File: src/hw/rtl/bbia_pkg.sv
// Package for the bitmap block/inode allocator: item types, codes and control structs.
`default_nettype none

package bbia_pkg;

	localparam int BLOCK_COUNT_DEF = 128;
	localparam int INODE_COUNT_DEF = 64;

	localparam logic KIND_ALLOC = 1'b0;
	localparam logic KIND_FREE  = 1'b1;

	localparam logic POOL_BLOCK = 1'b0;
	localparam logic POOL_INODE = 1'b1;

	localparam logic [1:0] STATUS_OK    = 2'd0;
	localparam logic [1:0] STATUS_FULL  = 2'd1;
	localparam logic [1:0] STATUS_RANGE = 2'd2;

	typedef struct packed {
		logic       kind;
		logic       pool;
		logic [7:0] entry_index;
	} req_t;

	typedef struct packed {
		logic [7:0] result_index;
		logic [1:0] status;
	} rsp_t;

	// controller -> datapath
	typedef struct packed {
		logic load;
		logic advance;
		logic commit;
	} cmd_t;

	// datapath -> controller
	typedef struct packed {
		logic done;
		logic out_free;
	} sts_t;

endpackage

`default_nettype wire

File: src/hw/rtl/bitmap_block_inode_allocator_unit.sv
// Top level of the first-fit bitmap allocator for data blocks and inodes.
//
// Request channel (req_valid/req_ready/req): kind, pool, entry_index. An item is
// taken when req_valid and req_ready are high at a clock edge; req_ready is high
// only while no request is in progress. Response channel (rsp_valid/rsp_ready/rsp):
// result_index and status, one response per request, in order.
// A free touches one bitmap byte. An allocate reads one bitmap byte per cycle
// from byte 0 until a byte with a free bit or the pool's last byte: up to
// BLOCK_COUNT/8 bytes for the block pool and INODE_COUNT/8 for the inode pool,
// rounded up. Either way the result is then committed to the output register,
// raising rsp_valid, and only after that is req_ready high again for the next
// request.
// The response sits in an output register, so a new request is accepted while a
// response waits. If the receiver stalls and a second response is ready, the
// controller holds it until the register frees, and accepts nothing meanwhile.
// Reset (arst_n low, asynchronous) loads the freshly formatted maps: blocks 0..9
// and inode 0 are taken, everything else is free; no response is pending.
`default_nettype none

module bitmap_block_inode_allocator_unit #(
	parameter int BLOCK_COUNT = bbia_pkg::BLOCK_COUNT_DEF,
	parameter int INODE_COUNT = bbia_pkg::INODE_COUNT_DEF
) (
	input  wire               clk,
	input  wire               arst_n,
	input  wire               req_valid,
	output logic              req_ready,
	input  bbia_pkg::req_t    req,
	output logic              rsp_valid,
	input  wire               rsp_ready,
	output bbia_pkg::rsp_t    rsp
);

	bbia_pkg::cmd_t cmd;
	bbia_pkg::sts_t sts;

	bbia_ctrl u_ctrl (
		.clk       (clk),
		.arst_n    (arst_n),
		.req_valid (req_valid),
		.req_ready (req_ready),
		.sts       (sts),
		.cmd       (cmd)
	);

	bbia_datapath #(
		.BLOCK_COUNT (BLOCK_COUNT),
		.INODE_COUNT (INODE_COUNT)
	) u_datapath (
		.clk       (clk),
		.arst_n    (arst_n),
		.req       (req),
		.cmd       (cmd),
		.sts       (sts),
		.rsp_valid (rsp_valid),
		.rsp_ready (rsp_ready),
		.rsp       (rsp)
	);

endmodule

`default_nettype wire

File: src/hw/rtl/bbia_ctrl.sv
// Controller state machine for the bitmap allocator: accept, scan, commit.
`default_nettype none

module bbia_ctrl (
	input  wire               clk,
	input  wire               arst_n,
	input  wire               req_valid,
	output logic              req_ready,
	input  bbia_pkg::sts_t    sts,
	output bbia_pkg::cmd_t    cmd
);

	localparam logic ST_IDLE = 1'b0;
	localparam logic ST_BUSY = 1'b1;

	logic state_q;
	logic state_d;

	always_comb begin
		state_d     = state_q;
		cmd.load    = 1'b0;
		cmd.advance = 1'b0;
		cmd.commit  = 1'b0;
		req_ready   = 1'b0;
		case (state_q)
			ST_IDLE: begin
				req_ready = 1'b1;
				if (req_valid) begin
					cmd.load = 1'b1;
					state_d  = ST_BUSY;
				end
			end
			ST_BUSY: begin
				if (!sts.done) begin
					cmd.advance = 1'b1;
				end else if (sts.out_free) begin
					// commit once the output register is free; hold here while the previous result is still unread
					cmd.commit = 1'b1;
					state_d    = ST_IDLE;
				end
			end
			default: state_d = ST_IDLE;
		endcase
	end

	always_ff @(posedge clk or negedge arst_n) begin
		if (!arst_n) begin
			state_q <= ST_IDLE;
		end else begin
			state_q <= state_d;
		end
	end

endmodule

`default_nettype wire

File: src/hw/rtl/bbia_datapath.sv
// Datapath for the bitmap allocator: both bitmaps, byte pointer, bit search, result register.
`default_nettype none

module bbia_datapath #(
	parameter int BLOCK_COUNT = bbia_pkg::BLOCK_COUNT_DEF,
	parameter int INODE_COUNT = bbia_pkg::INODE_COUNT_DEF
) (
	input  wire               clk,
	input  wire               arst_n,
	input  bbia_pkg::req_t    req,
	input  bbia_pkg::cmd_t    cmd,
	output bbia_pkg::sts_t    sts,
	output logic              rsp_valid,
	input  wire               rsp_ready,
	output bbia_pkg::rsp_t    rsp
);

	localparam int BLK_BYTES = (BLOCK_COUNT + 7) / 8;
	localparam int INO_BYTES = (INODE_COUNT + 7) / 8;
	localparam int MAX_BYTES = (BLK_BYTES > INO_BYTES) ? BLK_BYTES : INO_BYTES;
	localparam int PTR_W     = $clog2(MAX_BYTES);
	localparam int BLK_AW    = $clog2(BLK_BYTES);
	localparam int INO_AW    = (INO_BYTES > 1) ? $clog2(INO_BYTES) : 1;

	localparam logic [PTR_W-1:0] BLK_LAST = PTR_W'(BLK_BYTES - 1);
	localparam logic [PTR_W-1:0] INO_LAST = PTR_W'(INO_BYTES - 1);
	localparam logic [8:0]       BLK_CNT  = 9'(BLOCK_COUNT);
	localparam logic [8:0]       INO_CNT  = 9'(INODE_COUNT);

	bbia_pkg::req_t   req_q;
	bbia_pkg::rsp_t   rsp_q;
	logic             rsp_valid_q;
	logic [PTR_W-1:0] ptr_q;
	logic [7:0]       blk_map_q [BLK_BYTES];
	logic [7:0]       ino_map_q [INO_BYTES];

	logic [PTR_W-1:0]  byte_a;
	logic [BLK_AW-1:0] blk_a;
	logic [INO_AW-1:0] ino_a;
	logic [7:0]        rd_byte;
	logic [8:0]        count;
	logic [PTR_W-1:0]  last;
	logic [7:0]        avail;
	logic              found;
	logic [2:0]        fbit;
	logic              in_range;
	logic              wr_en;
	logic [7:0]        wr_byte;
	bbia_pkg::rsp_t    rsp_d;

	always_comb begin
		if (req_q.kind == bbia_pkg::KIND_FREE) begin
			byte_a = PTR_W'(req_q.entry_index[7:3]);
		end else begin
			byte_a = ptr_q;
		end
		blk_a = byte_a[BLK_AW-1:0];
		ino_a = byte_a[INO_AW-1:0];

		if (req_q.pool == bbia_pkg::POOL_INODE) begin
			rd_byte = ino_map_q[ino_a];
			count   = INO_CNT;
			last    = INO_LAST;
		end else begin
			rd_byte = blk_map_q[blk_a];
			count   = BLK_CNT;
			last    = BLK_LAST;
		end

		// a bit at or above the pool's count never counts as free
		for (int k = 0; k < 8; k++) begin
			avail[k] = !rd_byte[k] && (9'({ptr_q, 3'(k)}) < count);
		end
		found = |avail;
		fbit  = 3'd0;
		for (int k = 7; k >= 0; k--) begin
			if (avail[k]) begin
				fbit = 3'(k);
			end
		end

		in_range = {1'b0, req_q.entry_index} < count;

		if (req_q.kind == bbia_pkg::KIND_FREE) begin
			sts.done = 1'b1;
			wr_en    = in_range;
			wr_byte  = rd_byte & ~(8'd1 << req_q.entry_index[2:0]);
			if (in_range) begin
				rsp_d.result_index = req_q.entry_index;
				rsp_d.status       = bbia_pkg::STATUS_OK;
			end else begin
				rsp_d.result_index = 8'd0;
				rsp_d.status       = bbia_pkg::STATUS_RANGE;
			end
		end else begin
			sts.done = found || (ptr_q == last);
			wr_en    = found;
			wr_byte  = rd_byte | (8'd1 << fbit);
			if (found) begin
				rsp_d.result_index = 8'({ptr_q, fbit});
				rsp_d.status       = bbia_pkg::STATUS_OK;
			end else begin
				rsp_d.result_index = 8'd0;
				rsp_d.status       = bbia_pkg::STATUS_FULL;
			end
		end

		sts.out_free = !rsp_valid_q || rsp_ready;
	end

	always_ff @(posedge clk or negedge arst_n) begin
		if (!arst_n) begin
			ptr_q       <= '0;
			rsp_valid_q <= 1'b0;
		end else begin
			if (cmd.load) begin
				ptr_q <= '0;
			end else if (cmd.advance) begin
				ptr_q <= ptr_q + 1'b1;
			end
			if (cmd.commit) begin
				rsp_valid_q <= 1'b1;
			end else if (rsp_ready) begin
				rsp_valid_q <= 1'b0;
			end
		end
	end

	always_ff @(posedge clk) begin
		if (cmd.load) begin
			req_q <= req;
		end
		if (cmd.commit) begin
			rsp_q <= rsp_d;
		end
	end

	// freshly formatted layout: blocks 0..9 and inode 0 taken
	always_ff @(posedge clk or negedge arst_n) begin
		if (!arst_n) begin
			for (int i = 0; i < BLK_BYTES; i++) begin
				blk_map_q[i] <= (i == 0) ? 8'hFF : ((i == 1) ? 8'h03 : 8'h00);
			end
			for (int i = 0; i < INO_BYTES; i++) begin
				ino_map_q[i] <= (i == 0) ? 8'h01 : 8'h00;
			end
		end else if (cmd.commit && wr_en) begin
			if (req_q.pool == bbia_pkg::POOL_INODE) begin
				ino_map_q[ino_a] <= wr_byte;
			end else begin
				blk_map_q[blk_a] <= wr_byte;
			end
		end
	end

	assign rsp_valid = rsp_valid_q;
	assign rsp       = rsp_q;

endmodule

`default_nettype wire

File: config.mk
export PLATFORM = sky130hd
export DESIGN_NAME = bitmap_block_inode_allocator_unit
export DESIGN_NICKNAME = d
export VERILOG_FILES = /design/src/hw/rtl/bbia_pkg.sv /design/src/hw/rtl/bitmap_block_inode_allocator_unit.sv /design/src/hw/rtl/bbia_ctrl.sv /design/src/hw/rtl/bbia_datapath.sv
export SDC_FILE = /design/constraint.sdc
export NUM_CORES = 1
export LEC_CHECK = 0
export ABC_CLOCK_PERIOD_IN_PS = 6900
export BUFFER_PORTS_ARGS = -buffer_cell sky130_fd_sc_hd__buf_2
export CAP_MARGIN = 20
export CORE_ASPECT_RATIO = 1.1
export CORE_MARGIN = 1
export CORE_UTILIZATION = 60
export DETAILED_ROUTE_END_ITERATION = 10
export PLACE_DENSITY_LB_ADDON = 0.05
export SYNTH_ARGS = -nofsm -noshare
export SYNTH_HDL_FRONTEND = slang
export SYNTH_HIERARCHICAL = 1
export SYNTH_SLANG_ARGS = --single-unit
File: constraint.sdc
create_clock -name clk -period 6.9 [get_ports clk]
set_input_delay 0 -clock clk [delete_from_list [all_inputs] [get_ports clk]]
set_output_delay 0 -clock clk [all_outputs]
set_load 0.02 [all_outputs]
# Yosys cells after proc, flatten, opt, wreduce, memory -nomap -nowiden
# Index checks and enable logic that the tools add are counted.
# W data, S select, Z words.
word_totals:
  register_bits: 218
  latch_bits: 0
  ramBits: 0
  rom_bits: 0
  inputBits: 14
  out_inout_bits: 12
  memories: 0
op_classes:
  add_sub_neg: 1
  n_mul: 0
  div: 0
  order_cmp: 13
  n_eq_ne: 1
  shift: 2
  n_mux: 44
  n_bitwise: 7
  reduce_logical: 27
ops:
  columns: ["cell", "count"]
  rows:
  - ["$bwmux W128", 1]
  - ["$mux W8", 9]
  - ["$bwmux W64", 1]
  - ["$lt A7 B8 Y1", 8]
  - ["$bmux W8 S4", 1]
  - ["$demux W8 S4", 1]
  - ["$bmux W8 S3", 1]
  - ["$demux W8 S3", 1]
  - ["$mux W3", 8]
  - ["$mux W10", 2]
  - ["$mux W4", 4]
  - ["$shl A1 B3 Y8 const A", 2]
  - ["$mux W1", 12]
  - ["$logic_and A1 B1 Y1", 11]
  - ["$logic_not A1 Y1", 9]
  - ["$mux W9", 1]
  - ["$and A8 B8 Y8", 1]
  - ["$lt A8 B8 Y1", 1]
  - ["$not A8 Y8", 1]
  - ["$or A8 B8 Y8", 1]
  - ["$reduce_or A8 Y1", 1]
  - ["$ge A5 B5 Y1 const B", 1]
  - ["$lt A5 B1 Y1 const B", 1]
  - ["$not A4 Y5", 1]
  - ["other kinds (11)", 15]

# Logic depth before layout (Yosys ltp)
# Gate-level depths: netlist (run 1).
depth:
  ltp_word: 20
  mapped_depth: 20

# Hierarchy
# The synthesis (run 1) kept the hierarchy.
modules_own_cells:
  columns: ["mod", "n_inst", "cells_per_inst", "area_each_um2", "seq_area_each_um2"]
  rows:
  - ["bbia_datapath", 1, 808, 10791.6, 5544.1]
  - ["bbia_ctrl", 1, 7, 62.6, 25.0]

# Worst setup path after synthesis (run 1)
# Ideal clock, no wire load.
synth_timing:
  path_kind: "register to register"
  from: "reg u_datapath/req_q[9] (netlist bit)"
  to: "reg u_datapath/blk_map_q[24] (netlist bit)"
  t_arrival_ns: 4.782
  required_time_ns: 6.775
  path_slack_ns: 1.994
  path_stages_with_launch: 20
  synth_period_minus_slack_ns: 4.906
  cell_sequence: "edfxtp_1 > buf_6 > buf_6 > nor3_1 > or2_2 > clkbuf_1 > a222oi_1 > a211oi_1 > o22ai_1 > o21bai_1 > and4b_1 > buf_6 > buf_4 > nand2_1 > and3_4 > nand2_1 > buf_1 > or3_1 > buf_2 > mux2_2"
synth_lines:
  columns: ["item", "line_no", "text"]
  rows:
  - ["start, declared", "bbia_datapath.sv:30", "bbia_pkg::req_t req_q;"]
  - ["start signal, assigned", "bbia_datapath.sv:131", "req_q <= req;"]
  - ["end signal, assigned by index", "bbia_datapath.sv:142", "blk_map_q[i] <= (i == 0) ? 8'hFF : ((i == 1) ? 8'h03 : 8'h00);"]
  - ["end signal, assigned by index", "bbia_datapath.sv:151", "blk_map_q[blk_a] <= wr_byte;"]
  - ["end, declared", "bbia_datapath.sv:34", "logic [7:0] blk_map_q [BLK_BYTES];"]

==> metrics, run 1 <==
Post-synth EDFFs 20; worst hold path type primary input to async pin; CP endpoint kind flip-flop; clock sink count between 200 and 250; die height between 100 and 150 um; kind of critical path flip-flop to flip-flop; drt drc 0; DRT Wirelength about 28000 um; largest net degree at the start of global routing ~120; WL per Instance roughly 26 um; Yosys cell types 71; minimum clock period about 6400 ps; fill count ~1300; CTS tree built; GPL Wtd Cong 1.053; register area 5569 um^2; CTS clk-pin slew, worst paths around 60 ps; Detail Placement HPWL 19260 um; final setup margin between 500 and 600 ps; Worst-Margin Slew 1070 ps; DR iter-0 viols 630; Core ar. about 18000 um^2; mux contribution to synthesized area 0.2672; RSZ-0062 raised after global routing false; maximum vdd drop between 0.0002 and 0.00025 V; reg-to-reg slack, setup between 500 and 600 ps; Synth Area in Adders 0.003458; Root Buffer clkbuf_16; H-tree Lvls 1; ys flop type dfrtp_1; Die ar. 18630 um^2; count leader, synth mux2_2; Syn Nets 832; DR vias between 7000 and 8000; CTS max path bufs 3; postcts setup bufs 0; Area Growth Syn to Fin 10.56%; YS warnings 6; number of global-route vias before repair 7602; post-synth top area cell dfrtp_1; Synth Area in Compound Gates 0.09533; max-slew violations 0; layout cells sized above 1 0.3904; Synth area leaders dfrtp_1 (43%), mux2_2 (20%), edfxtp_1 (5.5%), mux2i_1 (4.0%), dfstp_2 (2.7%); register area share after synthesis 0.5131; max_cap viols 0; simple-gate share of the synthesized area 0.08657; Yosys top cell area share 0.4311; Fin. Hold Viols 0; Cell Rows 51; Max Fanout on Critical Path 29; area of the multi-input gates roughly 5000 um^2; Placed Cells approximately 1000; first-pass GRT wire length 43680 um; Clk Latency, worst-skew pair between 500 and 600 ps; Initial DRT Pass Iterations 8; Worst Setup Start Kind flip-flop; fmax 0.1572 GHz; top cells by count, synth mux2_2 (193), dfrtp_1 (187), mux2i_1 (43), o21ai_0 (43), clkbuf_1 (32); largest family of logic cells by synthesized area multiplexers; post-synthesis register bit count ~220; total negative slack 0 ps; Period Utilization, post-route 0.9220; synthesized area per cell 13.32 um^2; n_diodes 0; worst reg2reg path startpoint u_datapath/req_q[9]$_DFFE_PP_; Initial Utilization 0.6141; I/O Pins 26; grt total ovfl 0; pre-CTS setup slack 698.8 ps; Antenna Nets Post-Route 0; GRT Total Usage 0.3160; hold_buf cts 13; IO buf count 25; vias per cell 6.623; # setup viols final 0; Clock Skew around 11 ps; leakage power between 5 and 6 nW; Die Span X ~130 um; worst path required time about 7300 ps; power per cell area roughly 360 nW/um^2; cell count of the worst reg-to-reg path 14; Syn Std Cell Area between 10000 and 15000 um^2; CP Data Arrival Time ~6800 ps; Gates resized, CTS repair 0; RR Endpoint u_datapath/blk_map_q[117]$_DFFE_PN0P_; outcome finished clean; Synth Instances around 800; fin nets 855; Rel. slew slack 0.2659; XOR/XNOR Fraction of Synth Area 0.002421; initial antenna violation count 0; CTS Buf Count 23; ys async rst share 0.9083; fin cells between 1000 and 1500
[stage by stage]
stage | hold slack, ps | power, mW | utilization | area, um^2
finish | 167.2 | 4.302 | 0.6789 | 12000
global route | 191.0 | 4.493 | 0.6789 | 12000
CTS | 185.9 | 4.304 | 0.6785 | 11990
detailed placement | 178.3 | 3.107 | 0.6306 | 11150
global placement | 175.6 | 3.058 | 0.6302 | 11140
floorplan | -295.6 | 2.663 | - | 10850
[placed cells by master (no fill, tap or decap), types with 11 or more instances in the layout]
cell type and instances:
a21oi_1 15, buf_2 24, buf_4 18, clkbuf_16 23, dfrtp_1 187, dfstp_2 11
dlygate4sd3_1 13, edfxtp_1 20, mux2_2 193, mux2i_1 42, nand2_1 21, nand3_1 17
nor2_1 14, nor3_4 12, o21ai_0 43, o22ai_1 19
[worst max-delay path, stage by stage (launching register included)]
cell,delay (ps)
edfxtp_1,1050
mux2i_4,740
buf_4,480
mux2i_1,260
o22ai_1,140
nor4_1,730
a2bb2oi_1,150
a21o_1,270
and4b_2,260
nand2_1,90
and3_4,350
nand2_1,350
buf_4,340
nor4_4,590
mux2_2,410
[layout make-up]
cell class | count | share of cell area
Inverter | 5 | 0.001564
Sequential cell | 218 | 0.4641
Timing Repair Buffer | 57 | 0.03389
Tap cell | 238 | 0.02481
Clock buffer | 34 | 0.05474
Multi-Input combinational cell | 533 | 0.4160
Clock inverter | 6 | 0.004900
[cell families (layout without fill, tap and decap cells)]
group,Yosys count,count (layout)
DFF,218,218
buffers and inverters,64,102
muxes,253,253
AOI/OAI and AO/OA,148,148
adders and majority gates,3,3
and+or+nand+nor,126,126
xor gates and xnor gates,3,3
[sequential cells by signal (all words and copies together), names as in the netlist]
name / cells
u_datapath/req_q: 10
u_datapath/blk_map_q: 128
u_datapath/ptr_q: 4
u_ctrl/state_q: 1
u_datapath/rsp_valid: 1
u_datapath/ino_map_q: 64
u_datapath/rsp: 10
[power breakdown]
part           total, mW  switching, mW  internal (mW)
Clock               1.18          0.482          0.694
Sequential          1.85          0.198           1.65
Combinational       1.28          0.754          0.522
Total               4.30           1.43           2.87
[worst max-delay path by stage]
stage,start,end,slack (ps),depth (start not counted)
3_5_place_dp,u_datapath/req_q[9]$_DFFE_PP_,u_datapath/blk_map_q[118]$_DFFE_PN0P_,700,14
2_1_floorplan,u_datapath/req_q[9]$_DFFE_PP_,u_datapath/blk_map_q[24]$_DFFE_PN0P_,1990,19
4_1_cts,u_datapath/req_q[9]$_DFFE_PP_,u_datapath/blk_map_q[119]$_DFFE_PN0P_,660,14
5_1_grt,u_datapath/req_q[9]$_DFFE_PP_,u_datapath/blk_map_q[114]$_DFFE_PN0P_,200,14
3_3_place_gp,u_datapath/req_q[9]$_DFFE_PP_,u_datapath/blk_map_q[119]$_DFFE_PN0P_,810,14
6_report,u_datapath/req_q[9]$_DFFE_PP_,u_datapath/blk_map_q[117]$_DFFE_PN0P_,540,14
[metal layers]
layer  up-vias  routed length, um  track usage
met1      3718              11570       0.4146
met2       284              13780       0.5244
li1       3150                  -            -
met5         -                  0            0
met4         0                920       0.1248
met3        74               1714      0.04946
No activity file was read; power rests on OpenSTA's default activity.
==> run 2, diff against run 1 <==
- CTS_BUF_LIST: default -> sky130_fd_sc_hd__clkbuf_8 sky130_fd_sc_hd__clkbuf_16
- SLEW_MARGIN: default -> 30
==> run 2 against run 1 <==
Against the previous run: the flow now finishes with violations (hold timing); first-iteration DRC count shrank 12%; via count grew 1.4%; die area is the same; global-route usage grew 0.085 points; clock-buffer cell count shrank 5; highest routed layer unchanged; utilization grew 0.57 points; sequential share of layout area shrank 0.39 points; clock skew grew 4.4 ps.
==> metrics, run 2 (synthesized netlist as in run 1, its figures left out) <==
Detail Placement HPWL 19260 um (about the same); max FFs per register 128 (unchanged); combinational fraction of design power 0.295 (-0.002); H-tree Lvls 1 (unchanged); GRT Total Usage 0.3169 (+0.0008529); Worst Setup Start Kind flip-flop; postcts setup bufs 0 (unchanged); kind of critical path flip-flop to flip-flop; leakage power 5.525 nW (+1.4%); number of global-route vias before repair 7615 (+0.17%); Initial Utilization 0.6141 (unchanged); fmax 0.1604 GHz (+2.0%); DR vias 7329 (+1.4%); Area Growth Syn to Fin 11.49%; Rel. slew slack 0.3531 (+0.08717); worst path required time 7290 ps (about the same); max_cap viols 0 (unchanged); layout cells sized above 1 0.3934 (+0.003056); grt met1 use 0.4208 (+0.006255); power per cell area 360.9 nW/um^2 (+0.67%); cell count along the critical path 15 (+1); Antenna Nets Post-Route 0 (unchanged); cell count of the worst reg-to-reg path 15 (+1); RSZ-0062 raised after global routing false; Gates resized, CTS repair 0 (unchanged); most frequent cells in the layout mux2_2 (193), dfrtp_1 (187), o21ai_0 (43); Min Hold Slack -28.23 ps (-195.4 ps); cell family contributing the most delay on the critical path simple AND/OR/NAND/NOR gates; met2 usage 0.5266 (+0.002240); hold_buf cts 13 (unchanged); largest reg by FF count u_datapath/blk_map_q; total negative slack 0 ps (unchanged); I/O Pins 26 (unchanged); DR iter-0 viols 552 (-12%); Period Utilization, post-route 0.9038 (-0.01822); slowest CP cell nor4_1; Initial DRT Pass Iterations 7 (-1); CP Data Arrival Time 6620 ps (-130 ps); commonest non-fill, non-tap cell in the layout mux2_2; worst hold path type primary input to async pin; largest net degree at the start of global routing 121 (unchanged); crit path cell chain buf_8 > mux2i_4 > buf_4 > mux2i_1 > o22ai_1 > nor4_1 > a2bb2oi_1 > a21o_1 > and4b_2 > nand2_1 > and3_4 > nand2_1 > buf_4 > nor4_4 > mux2_2; first-pass GRT wire length 43950 um (+0.63%); Root Buffer clkbuf_16; gr busiest metal met2; initial antenna violation count 0 (unchanged); CTS tree built; max-slew violations 0 (unchanged); WP buf/inv 3 (+1); Die Span X 130.2 um (unchanged); outcome finished, violations left; fin cells 1092 (+0.092%); sequential power share 0.424 (-0.006); sw power 1.447 mW (+0.91%); vias per cell 6.712 (+1.3%); minimum clock period 6236 ps (-125.7 ps); # setup viols final 0 (unchanged); clock sink count 218 (unchanged); n_diodes 0 (unchanged); maximum vdd drop 0.0002378 V (-0.48%); CP max stage delay 790 ps (-260 ps); CTS clk-pin slew, worst paths 60 ps (about the same); grt met3 use 0.04384 (-0.005620); Largest regs u_datapath/blk_map_q x128, u_datapath/ino_map_q x64; Cell Rows 51 (unchanged); Clock Skew 15.80 ps (+4.443 ps); sw frac 0.3313 (-0.001980); fin nets 855 (unchanged); Worst-Margin Slew 970.4 ps (-100.1 ps); Placed Cells 1036 (-0.096%); CTS Buf Count 23 (unchanged); Internal Power 2.920 mW (+1.8%); Fin. Hold Viols 38 (+38); CTS max path bufs 3 (unchanged); IO buf count 25 (unchanged); CP endpoint kind flip-flop; drt drc 0 (unchanged); Die ar. 18630 um^2 (unchanged); die height 143.1 um (unchanged); GPL Wtd Cong 1.053 (unchanged); grt total ovfl 0 (unchanged); Max Fanout on Critical Path 22 (-24%); Core ar. 17680 um^2 (unchanged); clock group share of total power 0.282 (+0.009); failing checks hold timing; Clk Latency, worst-skew pair 500 ps (about the same); DRT Wirelength 28070 um (+0.29%); WL per Instance 25.70 um (+0.20%)
==> run 2: changes by cell type in the layout (fill, tap and decap cells not counted), moves of 2 or more <==
cell      before  now
clkbuf_1       7    0
inv_1          4    7
buf_4         18   16
buf_8          0    2
clkinv_1       1    3
o41ai_2        2    0
o41ai_4        0    2
==> run 2: cell type report <==
cell class / instances / area [um^2]
flip-flops and latches: 218 / 5569
clock buffers: 29 / 658.1
inverters: 5 / 18.77
repair buffers: 57 / 439.2
fillers: 1285 / 5574
well taps: 238 / 297.8
clock inverters: 12 / 103.9
multi-input cells: 533 / 5015
==> run 2: power by group through the flow <==
stage	Combinational (mW)	Sequential, mW	Clock [mW]
global placement	1.20	1.85	0
finish	1.29	1.85	1.23
CTS	1.26	1.85	1.25
floorplan	0.849	1.81	0
detailed placement	1.25	1.87	0
global route	1.37	1.88	1.30
==> run 2: routing by layer <==
layer / up-vias / part of all wire / wire length (um)
li1: 3156 / - / -
met1: 3818 / 0.41 / 11650
met2: 279 / 0.49 / 13890
met3: 76 / 0.056 / 1568
met4: 0 / 0.034 / 960
met5: - / 0 / 0
==> run 2: worst paths after layout <==
check                                                           from  slack, ps                               endpoint
worst max-delay path                   u_datapath/req_q[9]$_DFFE_PP_        660  u_datapath/blk_map_q[118]$_DFFE_PN0P_
worst min-delay path                                          arst_n        -30    u_datapath/ino_map_q[0]$_DFFE_PN0P_
worst max register to register         u_datapath/req_q[9]$_DFFE_PP_        660  u_datapath/blk_map_q[118]$_DFFE_PN0P_
worst min register to register  u_datapath/blk_map_q[78]$_DFFE_PN0P_        490   u_datapath/blk_map_q[78]$_DFFE_PN0P_
max in group asynchronous                                     arst_n       5930  u_datapath/blk_map_q[100]$_DFFE_PN0P_
min in group clk                                              req[4]        210          u_datapath/req_q[4]$_DFFE_PP_
==> run 2: through the flow <==
stage	util	setup slack (ps)	hold WS, ps	area [um^2]	power (mW)
finish	0.6846	663.6	-28.23	12100	4.367
global route	0.6846	475.8	2.771	12100	4.550
global placement	0.6302	807.7	175.6	11140	3.058
floorplan	-	1994	-295.6	10850	2.663
CTS	0.6820	584.9	185.1	12050	4.366
detailed placement	0.6315	606.1	178.5	11160	3.118
